### config.mk
export PLATFORM = sky130hd
export DESIGN_NAME = dot_matrix_text_rasterizer
export DESIGN_NICKNAME = d
export VERILOG_FILES = /design/src/sv/dmtr_pkg.sv /design/src/sv/dmtr_front.sv /design/src/sv/dmtr_queue.sv /design/src/sv/dmtr_back.sv /design/src/sv/dot_matrix_text_rasterizer.sv
export VERILOG_INCLUDE_DIRS = /design/src /design/src/sv
export SDC_FILE = /design/constraint.sdc
export NUM_CORES = 1
export LEC_CHECK = 0
export ABC_AREA = 1
export BUFFER_PORTS_ARGS = -buffer_cell sky130_fd_sc_hd__buf_2
export CORE_MARGIN = 3
export CORE_UTILIZATION = 40
export DETAILED_ROUTE_END_ITERATION = 6
export GPL_TIMING_DRIVEN = 0
export PLACE_DENSITY_LB_ADDON = 0.08
export SYNTH_ARGS = -nofsm -noshare
export SYNTH_HDL_FRONTEND = slang
export SYNTH_MEMORY_MAX_BITS = 65536
export SYNTH_SLANG_ARGS = --single-unit
export TNS_END_PERCENT = 10
### constraint.sdc
create_clock -name clk -period 5.77 [get_ports clk]
set_clock_uncertainty 0.1 [all_clocks]
set_input_delay 0.8655 -clock clk [delete_from_list [all_inputs] [get_ports clk]]
set_output_delay 0.8655 -clock clk [all_outputs]
set_load 0.005 [all_outputs]
### src/sv/dot_matrix_text_rasterizer_assert.svh
// Assertion macros for the dot-matrix text rasterizer.
// Needs clk and rst_n in the scope of the module that includes it.
`ifndef DOT_MATRIX_TEXT_RASTERIZER_ASSERT_SVH
`define DOT_MATRIX_TEXT_RASTERIZER_ASSERT_SVH

// Same-cycle implication, disabled while reset is active.
`define DMTR_ASSERT_IMP(label, ante, cons, msg) \
    label: assert property (@(posedge clk) disable iff (!rst_n) (ante) |-> (cons)) \
        else $error(msg);

// Next-cycle implication, disabled while reset is active.
`define DMTR_ASSERT_NXT(label, ante, cons, msg) \
    label: assert property (@(posedge clk) disable iff (!rst_n) (ante) |=> (cons)) \
        else $error(msg);

`endif

### src/sv/dmtr_pkg.sv
// Shared types, constants and the 5x7 glyph ROM of the dot-matrix text rasterizer.
// No dependencies.
package dmtr_pkg;

    localparam int GLYPH_COUNT = 128;
    localparam int GLYPH_ROWS  = 7;
    localparam int GLYPH_COLS  = 5;
    localparam int GLYPH_DOTS  = GLYPH_ROWS * GLYPH_COLS;
    localparam int COL_W       = $clog2(GLYPH_COLS);

    localparam logic [7:0] CHAR_DOT = 8'h2E;

    localparam logic ACT_BEGIN = 1'b0;
    localparam logic ACT_CHAR  = 1'b1;

    localparam logic [1:0] CFG_DOT_SPAN   = 2'd0;
    localparam logic [1:0] CFG_LINE_LIMIT = 2'd1;
    localparam logic [1:0] CFG_FILL_COLOR = 2'd2;

    localparam logic [3:0]  DOT_SPAN_RST   = 4'd2;
    localparam logic [10:0] LINE_LIMIT_RST = 11'd144;
    localparam logic [7:0]  FILL_COLOR_RST = 8'd255;

    // Row 0 in the top bits, left column first within a row.
    typedef logic [GLYPH_DOTS-1:0] glyph_t;

    typedef struct packed {
        logic [3:0]  dot_span;
        logic [10:0] line_limit;
        logic [7:0]  fill_color;
    } cfg_t;

    // One queued job for the dot scanner; an all-zero mask means a no-dot result.
    typedef struct packed {
        glyph_t      mask;
        logic [13:0] x0;
        logic [13:0] y0;
        logic [3:0]  side;
        logic [7:0]  color;
        logic [10:0] width;
    } entry_t;

    typedef enum logic [1:0] {
        FR_IDLE,
        FR_DIV,
        FR_FINISH
    } front_state_t;

    typedef enum logic {
        BK_IDLE,
        BK_SCAN
    } back_state_t;

    function automatic glyph_t glyph_mask(input logic [7:0] code);
        glyph_t m;
        m = '0;
        if ({1'b0, code} < 9'(GLYPH_COUNT)) begin
            case (code)
                8'h2D: m = {5'h00, 5'h00, 5'h00, 5'h1F, 5'h00, 5'h00, 5'h00};
                8'h27: m = {5'h06, 5'h06, 5'h00, 5'h00, 5'h00, 5'h00, 5'h00};
                8'h3A: m = {5'h00, 5'h06, 5'h06, 5'h00, 5'h06, 5'h06, 5'h00};
                8'h2E: m = {5'h00, 5'h00, 5'h00, 5'h00, 5'h00, 5'h06, 5'h06};
                8'h2F: m = {5'h01, 5'h01, 5'h02, 5'h04, 5'h08, 5'h10, 5'h10};
                8'h30: m = {5'h0E, 5'h11, 5'h13, 5'h15, 5'h19, 5'h11, 5'h0E};
                8'h31: m = {5'h04, 5'h0C, 5'h04, 5'h04, 5'h04, 5'h04, 5'h0E};
                8'h32: m = {5'h0E, 5'h11, 5'h01, 5'h06, 5'h08, 5'h10, 5'h1F};
                8'h33: m = {5'h1F, 5'h02, 5'h04, 5'h02, 5'h01, 5'h11, 5'h0E};
                8'h34: m = {5'h02, 5'h06, 5'h0A, 5'h12, 5'h1F, 5'h02, 5'h02};
                8'h35: m = {5'h1F, 5'h10, 5'h1E, 5'h01, 5'h01, 5'h11, 5'h0E};
                8'h36: m = {5'h06, 5'h08, 5'h10, 5'h1E, 5'h11, 5'h11, 5'h0E};
                8'h37: m = {5'h1F, 5'h01, 5'h02, 5'h04, 5'h08, 5'h08, 5'h08};
                8'h38: m = {5'h0E, 5'h11, 5'h11, 5'h0E, 5'h11, 5'h11, 5'h0E};
                8'h39: m = {5'h0E, 5'h11, 5'h11, 5'h0F, 5'h01, 5'h02, 5'h0C};
                8'h41: m = {5'h0E, 5'h11, 5'h11, 5'h1F, 5'h11, 5'h11, 5'h11};
                8'h42: m = {5'h1E, 5'h11, 5'h11, 5'h1E, 5'h11, 5'h11, 5'h1E};
                8'h43: m = {5'h0E, 5'h11, 5'h10, 5'h10, 5'h10, 5'h11, 5'h0E};
                8'h44: m = {5'h1C, 5'h12, 5'h11, 5'h11, 5'h11, 5'h12, 5'h1C};
                8'h45: m = {5'h1F, 5'h10, 5'h10, 5'h1E, 5'h10, 5'h10, 5'h1F};
                8'h46: m = {5'h1F, 5'h10, 5'h10, 5'h1E, 5'h10, 5'h10, 5'h10};
                8'h47: m = {5'h0E, 5'h11, 5'h10, 5'h17, 5'h11, 5'h11, 5'h0E};
                8'h48: m = {5'h11, 5'h11, 5'h11, 5'h1F, 5'h11, 5'h11, 5'h11};
                8'h49: m = {5'h0E, 5'h04, 5'h04, 5'h04, 5'h04, 5'h04, 5'h0E};
                8'h4A: m = {5'h07, 5'h02, 5'h02, 5'h02, 5'h02, 5'h12, 5'h0C};
                8'h4B: m = {5'h11, 5'h12, 5'h14, 5'h18, 5'h14, 5'h12, 5'h11};
                8'h4C: m = {5'h10, 5'h10, 5'h10, 5'h10, 5'h10, 5'h10, 5'h1F};
                8'h4D: m = {5'h11, 5'h1B, 5'h15, 5'h15, 5'h11, 5'h11, 5'h11};
                8'h4E: m = {5'h11, 5'h19, 5'h15, 5'h13, 5'h11, 5'h11, 5'h11};
                8'h4F: m = {5'h0E, 5'h11, 5'h11, 5'h11, 5'h11, 5'h11, 5'h0E};
                8'h50: m = {5'h1E, 5'h11, 5'h11, 5'h1E, 5'h10, 5'h10, 5'h10};
                8'h51: m = {5'h0E, 5'h11, 5'h11, 5'h11, 5'h15, 5'h12, 5'h0D};
                8'h52: m = {5'h1E, 5'h11, 5'h11, 5'h1E, 5'h14, 5'h12, 5'h11};
                8'h53: m = {5'h0F, 5'h10, 5'h10, 5'h0E, 5'h01, 5'h01, 5'h1E};
                8'h54: m = {5'h1F, 5'h04, 5'h04, 5'h04, 5'h04, 5'h04, 5'h04};
                8'h55: m = {5'h11, 5'h11, 5'h11, 5'h11, 5'h11, 5'h11, 5'h0E};
                8'h56: m = {5'h11, 5'h11, 5'h11, 5'h11, 5'h11, 5'h0A, 5'h04};
                8'h57: m = {5'h11, 5'h11, 5'h11, 5'h15, 5'h15, 5'h1B, 5'h11};
                8'h58: m = {5'h11, 5'h11, 5'h0A, 5'h04, 5'h0A, 5'h11, 5'h11};
                8'h59: m = {5'h11, 5'h11, 5'h0A, 5'h04, 5'h04, 5'h04, 5'h04};
                8'h5A: m = {5'h1F, 5'h01, 5'h02, 5'h04, 5'h08, 5'h10, 5'h1F};
                default: m = '0;
            endcase
        end
        return m;
    endfunction

endpackage

### src/sv/dmtr_front.sv
// Front end: accepts items, keeps the string state, runs the fit division on begin.
// Emits one queue entry per item. Depends on dmtr_pkg.
module dmtr_front (
    input  logic                  clk,
    input  logic                  rst_n,
    input  dmtr_pkg::cfg_t        cfg,
    input  logic                  in_valid,
    output logic                  in_ready,
    input  logic                  action,
    input  logic signed [11:0]    origin_x,
    input  logic signed [11:0]    origin_y,
    input  logic [7:0]            text_length,
    input  logic [7:0]            char_code,
    output logic                  q_push,
    output dmtr_pkg::entry_t      q_entry,
    input  logic                  q_full
);

    localparam int DIV_STEPS = 11;
    localparam int STEP_W    = $clog2(DIV_STEPS);

    dmtr_pkg::front_state_t state_reg, state_next;

    logic [13:0]       cursor_x_reg, cursor_x_next;
    logic [11:0]       row_y_reg, row_y_next;
    logic [11:0]       origin_x_reg, origin_x_next;
    logic [7:0]        char_index_reg, char_index_next;
    logic [7:0]        draw_count_reg, draw_count_next;
    logic              trunc_reg, trunc_next;
    logic [7:0]        len_reg, len_next;
    logic [6:0]        pitch_reg, pitch_next;
    logic [10:0]       quo_reg, quo_next;
    logic [6:0]        rem_reg, rem_next;
    logic [STEP_W-1:0] step_reg, step_next;

    logic [6:0]  pitch;
    logic [13:0] origin_sx;
    logic [13:0] row_sx;
    logic        dropped;
    logic        last_pos;
    logic [7:0]  code_sel;
    logic [13:0] cursor_adv;
    logic [13:0] width_cur;
    logic [13:0] width_adv;
    logic [7:0]  trial;
    logic        trial_ge;
    logic [7:0]  dc_fin;
    logic        tr_fin;
    logic [14:0] prod;

    assign pitch     = 7'({cfg.dot_span, 2'b00}) + 7'(cfg.dot_span) + 7'd6;
    assign origin_sx = {{2{origin_x_reg[11]}}, origin_x_reg};
    assign row_sx    = {{2{row_y_reg[11]}}, row_y_reg};

    assign dropped    = char_index_reg >= draw_count_reg;
    assign last_pos   = ({1'b0, char_index_reg} + 9'd1) == {1'b0, draw_count_reg};
    assign code_sel   = (trunc_reg && last_pos) ? dmtr_pkg::CHAR_DOT : char_code;
    assign cursor_adv = cursor_x_reg + {7'b0, pitch};
    assign width_cur  = cursor_x_reg - origin_sx;
    assign width_adv  = cursor_adv - origin_sx;

    // One restoring-division step per cycle.
    assign trial    = {rem_reg, quo_reg[10]};
    assign trial_ge = trial >= {1'b0, pitch_reg};

    always_comb
    begin
        if (quo_reg == '0) begin
            dc_fin = '0;
            tr_fin = 1'b0;
        end else if ({3'b0, len_reg} > quo_reg) begin
            dc_fin = quo_reg[7:0];
            tr_fin = 1'b1;
        end else begin
            dc_fin = len_reg;
            tr_fin = 1'b0;
        end
    end

    assign prod = {7'b0, dc_fin} * {8'b0, pitch_reg};

    always_ff @(posedge clk or negedge rst_n)
    begin
        if (!rst_n) begin
            state_reg      <= dmtr_pkg::FR_IDLE;
            cursor_x_reg   <= '0;
            row_y_reg      <= '0;
            origin_x_reg   <= '0;
            char_index_reg <= '0;
            draw_count_reg <= '0;
            trunc_reg      <= 1'b0;
        end else begin
            state_reg      <= state_next;
            cursor_x_reg   <= cursor_x_next;
            row_y_reg      <= row_y_next;
            origin_x_reg   <= origin_x_next;
            char_index_reg <= char_index_next;
            draw_count_reg <= draw_count_next;
            trunc_reg      <= trunc_next;
        end
    end

    always_ff @(posedge clk)
    begin
        len_reg   <= len_next;
        pitch_reg <= pitch_next;
        quo_reg   <= quo_next;
        rem_reg   <= rem_next;
        step_reg  <= step_next;
    end

    always_comb
    begin
        state_next      = state_reg;
        cursor_x_next   = cursor_x_reg;
        row_y_next      = row_y_reg;
        origin_x_next   = origin_x_reg;
        char_index_next = char_index_reg;
        draw_count_next = draw_count_reg;
        trunc_next      = trunc_reg;
        len_next        = len_reg;
        pitch_next      = pitch_reg;
        quo_next        = quo_reg;
        rem_next        = rem_reg;
        step_next       = step_reg;
        in_ready        = 1'b0;
        q_push          = 1'b0;
        q_entry         = '0;

        case (state_reg)
            dmtr_pkg::FR_IDLE:
            begin
                in_ready = !q_full;
                if (in_valid && !q_full) begin
                    if (action == dmtr_pkg::ACT_BEGIN) begin
                        origin_x_next   = origin_x;
                        row_y_next      = origin_y;
                        cursor_x_next   = {{2{origin_x[11]}}, origin_x};
                        char_index_next = '0;
                        len_next        = text_length;
                        pitch_next      = pitch;
                        quo_next        = cfg.line_limit;
                        rem_next        = '0;
                        step_next       = '0;
                        state_next      = dmtr_pkg::FR_DIV;
                    end else begin
                        q_push        = 1'b1;
                        q_entry.x0    = cursor_x_reg;
                        q_entry.y0    = row_sx;
                        q_entry.side  = cfg.dot_span;
                        q_entry.color = cfg.fill_color;
                        if (dropped) begin
                            q_entry.width = width_cur[10:0];
                        end else begin
                            q_entry.mask    = dmtr_pkg::glyph_mask(code_sel);
                            q_entry.width   = width_adv[10:0];
                            cursor_x_next   = cursor_adv;
                            char_index_next = char_index_reg + 8'd1;
                        end
                    end
                end
            end
            dmtr_pkg::FR_DIV:
            begin
                rem_next  = trial_ge ? 7'(trial - {1'b0, pitch_reg}) : trial[6:0];
                quo_next  = {quo_reg[9:0], trial_ge};
                step_next = step_reg + STEP_W'(1);
                if (step_reg == STEP_W'(DIV_STEPS - 1)) begin
                    state_next = dmtr_pkg::FR_FINISH;
                end
            end
            dmtr_pkg::FR_FINISH:
            begin
                // quo_reg now holds the number of characters that fit
                if (!q_full) begin
                    q_push          = 1'b1;
                    q_entry.width   = prod[10:0];
                    draw_count_next = dc_fin;
                    trunc_next      = tr_fin;
                    state_next      = dmtr_pkg::FR_IDLE;
                end
            end
            default:
            begin
                state_next = dmtr_pkg::FR_IDLE;
            end
        endcase
    end

endmodule

### src/sv/dmtr_queue.sv
// Small FIFO of scanner jobs between front and back end.
// Depends on dmtr_pkg.
module dmtr_queue #(
    parameter int DEPTH = 2
) (
    input  logic                  clk,
    input  logic                  rst_n,
    input  logic                  push,
    input  dmtr_pkg::entry_t      din,
    output logic                  full,
    input  logic                  pop,
    output dmtr_pkg::entry_t      dout,
    output logic                  empty
);

    localparam int PTR_W = $clog2(DEPTH);
    localparam int CNT_W = $clog2(DEPTH + 1);

    dmtr_pkg::entry_t mem [DEPTH];

    logic [PTR_W-1:0] wr_ptr_reg, wr_ptr_next;
    logic [PTR_W-1:0] rd_ptr_reg, rd_ptr_next;
    logic [CNT_W-1:0] count_reg, count_next;

    assign full  = count_reg == CNT_W'(DEPTH);
    assign empty = count_reg == '0;
    assign dout  = mem[rd_ptr_reg];

    always_comb
    begin
        wr_ptr_next = wr_ptr_reg;
        rd_ptr_next = rd_ptr_reg;
        count_next  = count_reg;
        if (push) begin
            wr_ptr_next = (wr_ptr_reg == PTR_W'(DEPTH - 1)) ? '0 : wr_ptr_reg + PTR_W'(1);
        end
        if (pop) begin
            rd_ptr_next = (rd_ptr_reg == PTR_W'(DEPTH - 1)) ? '0 : rd_ptr_reg + PTR_W'(1);
        end
        if (push && !pop) begin
            count_next = count_reg + CNT_W'(1);
        end else if (pop && !push) begin
            count_next = count_reg - CNT_W'(1);
        end
    end

    always_ff @(posedge clk or negedge rst_n)
    begin
        if (!rst_n) begin
            wr_ptr_reg <= '0;
            rd_ptr_reg <= '0;
            count_reg  <= '0;
        end else begin
            wr_ptr_reg <= wr_ptr_next;
            rd_ptr_reg <= rd_ptr_next;
            count_reg  <= count_next;
        end
    end

    always_ff @(posedge clk)
    begin
        if (push) begin
            mem[wr_ptr_reg] <= din;
        end
    end

endmodule

### src/sv/dmtr_back.sv
// Back end: scans a glyph mask one dot per cycle, holding on a lit dot while the output
// register is full, and drives the registered result port. Depends on dmtr_pkg.
module dmtr_back (
    input  logic                  clk,
    input  logic                  rst_n,
    input  logic                  q_empty,
    input  dmtr_pkg::entry_t      q_data,
    output logic                  q_pop,
    output logic                  out_valid,
    input  logic                  out_ready,
    output logic                  dot_valid,
    output logic signed [13:0]    dot_x,
    output logic signed [13:0]    dot_y,
    output logic [3:0]            dot_side,
    output logic [7:0]            dot_color,
    output logic [10:0]           text_width,
    output logic                  last
);

    localparam int DOTS = dmtr_pkg::GLYPH_DOTS;
    localparam int CW   = dmtr_pkg::COL_W;

    dmtr_pkg::back_state_t state_reg, state_next;

    dmtr_pkg::glyph_t mask_reg, mask_next;
    logic [13:0]      x_reg, x_next;
    logic [13:0]      y_reg, y_next;
    logic [13:0]      x0_reg, x0_next;
    logic [CW-1:0]    col_reg, col_next;
    logic [4:0]       dp_reg, dp_next;
    logic [3:0]       side_reg, side_next;
    logic [7:0]       color_reg, color_next;
    logic [10:0]      width_reg, width_next;

    logic             o_valid_reg, o_valid_next;
    logic             o_last_reg, o_last_next;
    logic             o_dot_reg, o_dot_next;
    logic [13:0]      o_x_reg, o_x_next;
    logic [13:0]      o_y_reg, o_y_next;
    logic [3:0]       o_side_reg, o_side_next;
    logic [7:0]       o_color_reg, o_color_next;
    logic [10:0]      o_width_reg, o_width_next;

    logic adv;
    logic lit;
    logic rest_zero;

    assign adv       = !o_valid_reg || out_ready;
    assign lit       = mask_reg[DOTS-1];
    assign rest_zero = mask_reg[DOTS-2:0] == '0;

    assign out_valid  = o_valid_reg;
    assign dot_valid  = o_dot_reg;
    assign dot_x      = o_x_reg;
    assign dot_y      = o_y_reg;
    assign dot_side   = o_side_reg;
    assign dot_color  = o_color_reg;
    assign text_width = o_width_reg;
    assign last       = o_last_reg;

    always_ff @(posedge clk or negedge rst_n)
    begin
        if (!rst_n) begin
            state_reg   <= dmtr_pkg::BK_IDLE;
            o_valid_reg <= 1'b0;
        end else begin
            state_reg   <= state_next;
            o_valid_reg <= o_valid_next;
        end
    end

    always_ff @(posedge clk)
    begin
        mask_reg    <= mask_next;
        x_reg       <= x_next;
        y_reg       <= y_next;
        x0_reg      <= x0_next;
        col_reg     <= col_next;
        dp_reg      <= dp_next;
        side_reg    <= side_next;
        color_reg   <= color_next;
        width_reg   <= width_next;
        o_last_reg  <= o_last_next;
        o_dot_reg   <= o_dot_next;
        o_x_reg     <= o_x_next;
        o_y_reg     <= o_y_next;
        o_side_reg  <= o_side_next;
        o_color_reg <= o_color_next;
        o_width_reg <= o_width_next;
    end

    always_comb
    begin
        state_next   = state_reg;
        mask_next    = mask_reg;
        x_next       = x_reg;
        y_next       = y_reg;
        x0_next      = x0_reg;
        col_next     = col_reg;
        dp_next      = dp_reg;
        side_next    = side_reg;
        color_next   = color_reg;
        width_next   = width_reg;
        o_valid_next = o_valid_reg && !out_ready;
        o_last_next  = o_last_reg;
        o_dot_next   = o_dot_reg;
        o_x_next     = o_x_reg;
        o_y_next     = o_y_reg;
        o_side_next  = o_side_reg;
        o_color_next = o_color_reg;
        o_width_next = o_width_reg;
        q_pop        = 1'b0;

        case (state_reg)
            dmtr_pkg::BK_IDLE:
            begin
                if (!q_empty) begin
                    if (q_data.mask == '0) begin
                        // single no-dot result closes the item
                        if (adv) begin
                            q_pop        = 1'b1;
                            o_valid_next = 1'b1;
                            o_dot_next   = 1'b0;
                            o_x_next     = '0;
                            o_y_next     = '0;
                            o_side_next  = '0;
                            o_color_next = '0;
                            o_width_next = q_data.width;
                            o_last_next  = 1'b1;
                        end
                    end else begin
                        q_pop      = 1'b1;
                        mask_next  = q_data.mask;
                        x_next     = q_data.x0;
                        x0_next    = q_data.x0;
                        y_next     = q_data.y0;
                        col_next   = '0;
                        dp_next    = {1'b0, q_data.side} + 5'd1;
                        side_next  = q_data.side;
                        color_next = q_data.color;
                        width_next = q_data.width;
                        state_next = dmtr_pkg::BK_SCAN;
                    end
                end
            end
            dmtr_pkg::BK_SCAN:
            begin
                if (lit && adv) begin
                    o_valid_next = 1'b1;
                    o_dot_next   = 1'b1;
                    o_x_next     = x_reg;
                    o_y_next     = y_reg;
                    o_side_next  = side_reg;
                    o_color_next = color_reg;
                    o_width_next = width_reg;
                    o_last_next  = rest_zero;
                end
                // hold on a lit dot while the output register is full
                if (!lit || adv) begin
                    mask_next = mask_reg << 1;
                    if (col_reg == CW'(dmtr_pkg::GLYPH_COLS - 1)) begin
                        col_next = '0;
                        x_next   = x0_reg;
                        y_next   = y_reg + {9'b0, dp_reg};
                    end else begin
                        col_next = col_reg + CW'(1);
                        x_next   = x_reg + {9'b0, dp_reg};
                    end
                    if (rest_zero) begin
                        state_next = dmtr_pkg::BK_IDLE;
                    end
                end
            end
            default:
            begin
                state_next = dmtr_pkg::BK_IDLE;
            end
        endcase
    end

endmodule

### src/sv/dot_matrix_text_rasterizer.sv
// Top level of the 5x7 dot-matrix text rasterizer: config registers, front, queue, back.
// Depends on dmtr_pkg, dmtr_front, dmtr_queue, dmtr_back and the assertion header.
//
//   channel  | handshake             | payload
//   ---------+-----------------------+--------------------------------------------------
//   cfg      | cfg_valid / cfg_ready | cfg_index, cfg_data
//   in       | in_valid / in_ready   | action, origin_x, origin_y, text_length, char_code
//   out      | out_valid / out_ready | dot_valid, dot_x, dot_y, dot_side, dot_color,
//            |                       | text_width, last
//
// A begin item holds the front end through acceptance, 11 steps of the bit-serial
// division of the line limit by the character pitch, and queuing of the width result.
// A character item is queued as it is accepted; the back end loads it, then scans one
// glyph dot per cycle up to the last lit one (at most 35) unless the output stalls.
// The queue lets the front end take new items while the back end scans. Reset is
// asynchronous and clears all control state; config writes never stall.
`include "dot_matrix_text_rasterizer_assert.svh"

module dot_matrix_text_rasterizer #(
    parameter int QUEUE_DEPTH = 2
) (
    input  logic                  clk,
    input  logic                  rst_n,
    input  logic                  cfg_valid,
    output logic                  cfg_ready,
    input  logic [1:0]            cfg_index,
    input  logic [10:0]           cfg_data,
    input  logic                  in_valid,
    output logic                  in_ready,
    input  logic                  action,
    input  logic signed [11:0]    origin_x,
    input  logic signed [11:0]    origin_y,
    input  logic [7:0]            text_length,
    input  logic [7:0]            char_code,
    output logic                  out_valid,
    input  logic                  out_ready,
    output logic                  dot_valid,
    output logic signed [13:0]    dot_x,
    output logic signed [13:0]    dot_y,
    output logic [3:0]            dot_side,
    output logic [7:0]            dot_color,
    output logic [10:0]           text_width,
    output logic                  last
);

    dmtr_pkg::cfg_t   cfg_reg, cfg_next;
    dmtr_pkg::entry_t push_entry;
    dmtr_pkg::entry_t head_entry;
    logic             q_push;
    logic             q_full;
    logic             q_pop;
    logic             q_empty;
    logic             begin_taken;

    // Config writes are never stalled.
    assign cfg_ready = 1'b1;

    always_comb
    begin
        cfg_next = cfg_reg;
        if (cfg_valid) begin
            case (cfg_index)
                dmtr_pkg::CFG_DOT_SPAN:   cfg_next.dot_span   = cfg_data[3:0];
                dmtr_pkg::CFG_LINE_LIMIT: cfg_next.line_limit = cfg_data;
                dmtr_pkg::CFG_FILL_COLOR: cfg_next.fill_color = cfg_data[7:0];
                default:                  cfg_next = cfg_reg;
            endcase
        end
    end

    always_ff @(posedge clk or negedge rst_n)
    begin
        if (!rst_n) begin
            cfg_reg.dot_span   <= dmtr_pkg::DOT_SPAN_RST;
            cfg_reg.line_limit <= dmtr_pkg::LINE_LIMIT_RST;
            cfg_reg.fill_color <= dmtr_pkg::FILL_COLOR_RST;
        end else begin
            cfg_reg <= cfg_next;
        end
    end

    // Front end: classify items, track the pen, push one job per item.
    dmtr_front u_front (
        .clk         (clk),
        .rst_n       (rst_n),
        .cfg         (cfg_reg),
        .in_valid    (in_valid),
        .in_ready    (in_ready),
        .action      (action),
        .origin_x    (origin_x),
        .origin_y    (origin_y),
        .text_length (text_length),
        .char_code   (char_code),
        .q_push      (q_push),
        .q_entry     (push_entry),
        .q_full      (q_full)
    );

    // Decouple the two sides.
    dmtr_queue #(
        .DEPTH (QUEUE_DEPTH)
    ) u_queue (
        .clk   (clk),
        .rst_n (rst_n),
        .push  (q_push),
        .din   (push_entry),
        .full  (q_full),
        .pop   (q_pop),
        .dout  (head_entry),
        .empty (q_empty)
    );

    // Back end: scan glyph dots and drive the result port.
    dmtr_back u_back (
        .clk        (clk),
        .rst_n      (rst_n),
        .q_empty    (q_empty),
        .q_data     (head_entry),
        .q_pop      (q_pop),
        .out_valid  (out_valid),
        .out_ready  (out_ready),
        .dot_valid  (dot_valid),
        .dot_x      (dot_x),
        .dot_y      (dot_y),
        .dot_side   (dot_side),
        .dot_color  (dot_color),
        .text_width (text_width),
        .last       (last)
    );

    assign begin_taken = in_valid && in_ready && (action == dmtr_pkg::ACT_BEGIN);

    // A no-dot result is always the only result of its item.
    `DMTR_ASSERT_IMP(a_nodot_is_last, out_valid && !dot_valid, last, "no-dot result without last")
    // The front end never pushes into a full queue.
    `DMTR_ASSERT_IMP(a_no_overflow, q_push, !q_full, "push into full queue")
    // A begin item blocks the input while the fit division runs.
    `DMTR_ASSERT_NXT(a_begin_blocks, begin_taken, !in_ready, "input taken during division")

endmodule
==> impl_results.md <==
- Outcome: completed
- Vias in the first global route: 17900
- Core footprint: 0.0591 sq mm
- Clock sinks: 451
- Vias: 18500
- Crit path max-delay cell type: fa_1
- Rows: a little under 90
- Top-Level Pins: 115
- Post-DR wirelength/cell: between 15 and 20 um
- Design area: 0.0281 sq mm
- Net Sw Power: between 2000 and 2500 uW
- Met1 usage: 0.342
- Sw frac: 0.266
- Die footprint: between 0.06 and 0.07 sq mm
- Port bufs: about 110
- Reg clk slew, reported paths: 0.06 ns
- Worst hold path class: in2async
- Syn avg cell area: roughly 9.3 sq um
- Sequential area share after synthesis: 0.548
- Pwr Density: 319 mW/mm^2
- GRT Residual Overflow: 0
- Mapped cell area: 0.0240 sq mm
- All-Layer GR Usage: 0.225
- Max stage delay on crit path: 0.57 ns
- CP most frequent cell: fa_1
- Drc violations: 0
- Max Cap Viol: 0
- Area growth syn-to-layout: 17.4%
- Worst Setup Start Kind: register
- Clock Latency Late Sink: 0.59 ns
- Largest net degree at the start of global routing: 64
- M3 GR Usage: 0.0362
- Number of synthesized flops with an enable pin: between 300 and 400
- RSZ-0062 raised after global routing: true
- Seq pwr share: 0.469
- Vias per Instance: 5.16
- Flop2flop setup slack: 0.08 ns
- Clk pwr share: 0.381
- Tmin final: roughly 5.7 ns
- Most used routing layer: met1
- Syn Nets: 2752
- Starting Density: 0.405
- Main synth FF type: edfxtp_1
- CP Class: reg2reg
- Final ANT Viol Nets: 0
- Arrival @ worst endpoint: 5.93 ns
- Final Max Tran Viols: 0
- H-tree levels: 2
- Root Buffer: clkbuf_16
- Required @ worst endpoint: between 6 and 7 ns
- Post-DP HPWL: about 54000 um
- Async SR Flop Fraction: 0.188
- Syn Inst Count: 2573
- Final Hold Vio Count: 0
- Critical path capture point type: register
- Critical Path Fanout Max: 8
- Final WL: 71700 um
- Final period util: 0.986
- Placed Area: between 0.02 and 0.03 sq mm
- Worst-margin pin slew: 1.00 ns
- Initial antenna violation count: 1
- Nets@finish: 2948
- Met2 GRT Util: 0.341
- #FFs+latches synth: 451
- Max-slew headroom: 0.324
- Post-cts hold buffer count: 0
- Total CTS buffers: 50
- Global-route wire length before repair: ~110000 um
- Max reg flops: 168
- Drt pass-1 iters: 6
- Die Y: 251 um
- CTS tree: built
- Power share of the combinational group: 0.150
- Final worst slack: slightly above 0.08 ns
- Synth warnings: 0
- Die width: 251 um
- Netlist cell types: 60
- FMAX: 176 MHz
- Max IR drop VDD: 0.000261 V
- CTS max path bufs: 3
- Layout cell share with drive strength beyond 1: 0.143
- Cell-internal power: 6580 uW
- P_leak: 0.0120 uW
- RD Place Congestion: 0.967
- # setup viols final: 0
- Post-Place Setup Slack: -1.06 ns
- Iteration-0 DRC Markers: 1534
- Finished Core Util: 0.476
[cell usage in the layout (no fill, tap or decap), types with 14 or more instances in the layout]
cell       synthesis  layout
nand2_1          666     654
ha_1              90      82
xor2_1            21      21
inv_1            321     306
o21ai_0          188     184
clkbuf_16          0      51
a31oi_1           30      30
mux2i_1           18      18
nor2_1           208     195
dfrtp_1           74      74
nand4_1           33      33
o22ai_1           18      18
inv_2             14      28
a21oi_1           99      90
clkbuf_1          62      66
o21ai_1           18      20
buf_4              5      25
nand3_1          148     141
nand2_2            7      17
edfxtp_1         366     366
nor3_1            18      14
buf_2             13     122
fa_1              30      29
[kinds of logic after synthesis]
kind of cell | share of synthesized area
buffers and inverters | 0.0692
DFF | 0.548
xor gates and xnor gates | 0.0121
AOI/OAI and AO/OA | 0.0893
other | 0.000156
adders and majority gates | 0.0720
muxes | 0.00893
and+or+nand+nor | 0.200
[power by group through the flow]
stage	logic [uW]	clock network [uW]	registers, uW
2_1_floorplan	858	0	4240
3_3_place_gp	1270	0	4300
3_5_place_dp	1340	0	4280
4_1_cts	1350	3490	4210
5_1_grt	1530	3620	4250
6_report	1350	3410	4210
[routing by layer]
| layer | wire, um | vias to the layer above |
|---|---|---|
| met5 | 0 | - |
| met4 | 1310 | 0 |
| met3 | 4110 | 80 |
| met2 | 31400 | 486 |
| met1 | 34900 | 8886 |
| li1 | - | 9024 |
[worst max-delay path: cells and delay by family, from the launching register on]
family          cells  cell delay, ns
compound gates      3            0.41
buf+inv             7            0.51
flops               1            0.45
simple gates       14            1.38
fa+ha+maj           6            2.57
[cells in the mapped netlist, types with 12 or more instances]
library cell  instances  area [sq um]
nand2_1             666          2500
edfxtp_1            366         11000
inv_1               321          1200
nor2_1              208           781
o21ai_0             188           941
nand3_1             148           741
a21oi_1              99           495
ha_1                 90          1130
dfrtp_1              74          1850
clkbuf_1             62           233
nand4_1              33           206
a31oi_1              30           188
fa_1                 30           601
xor2_1               21           184
mux2i_1              18           180
nor3_1               18          90.1
o21ai_1              18          90.1
o22ai_1              18           113
or2_2                15          93.8
inv_2                14          52.6
buf_2                13          65.1
xnor2_1              12           105
[final cells by class]
class	count	area, sq um
Tap cell	773	967
Timing Repair Buffer	144	1000
Inverter	339	1280
Fill cell	5722	31000
Clock buffer	62	1380
Antenna cell	1	2.50
Multi-Input combinational cell	1697	9590
Sequential cell	451	13100
Buffer	86	397
Clock inverter	31	392
[final timing paths]
path | from | endpoint | cells after the start
max reg2reg | u_front.len_reg[2] | u_queue.mem[1][10] | 30
min reg2reg | u_back.state_reg | u_back.dot_valid | 0
min in group clk | text_length[5] | u_front.len_reg[5] | 1
min | rst_n | cfg_reg[14] | 1
max in group asynchronous | rst_n | u_front.cursor_x_reg[12] | 2
max | u_front.len_reg[2] | u_queue.mem[1][10] | 30
[through the flow]
stage	power, uW	hold slack, ns	setup TNS (ns)	instances
floorplan	5100	0.323	0	2573
global placement	5570	0.347	-513.31	3457
detailed placement	5610	0.357	-7.71	3469
CTS	9050	0.0680	0	3576
global route	9400	0.0890	-0.354	3583
finish	8970	0.0953	0	3584
[what timing repair did]
item | in CTS | in global routing
setup buffers | 14 | 7
cloned | 0 | 0
pin swaps | 13 | 25
setup endpoints to repair | 10 | 10
gates resized for setup | 38 | 55
(Power assumes the default switching activity.)
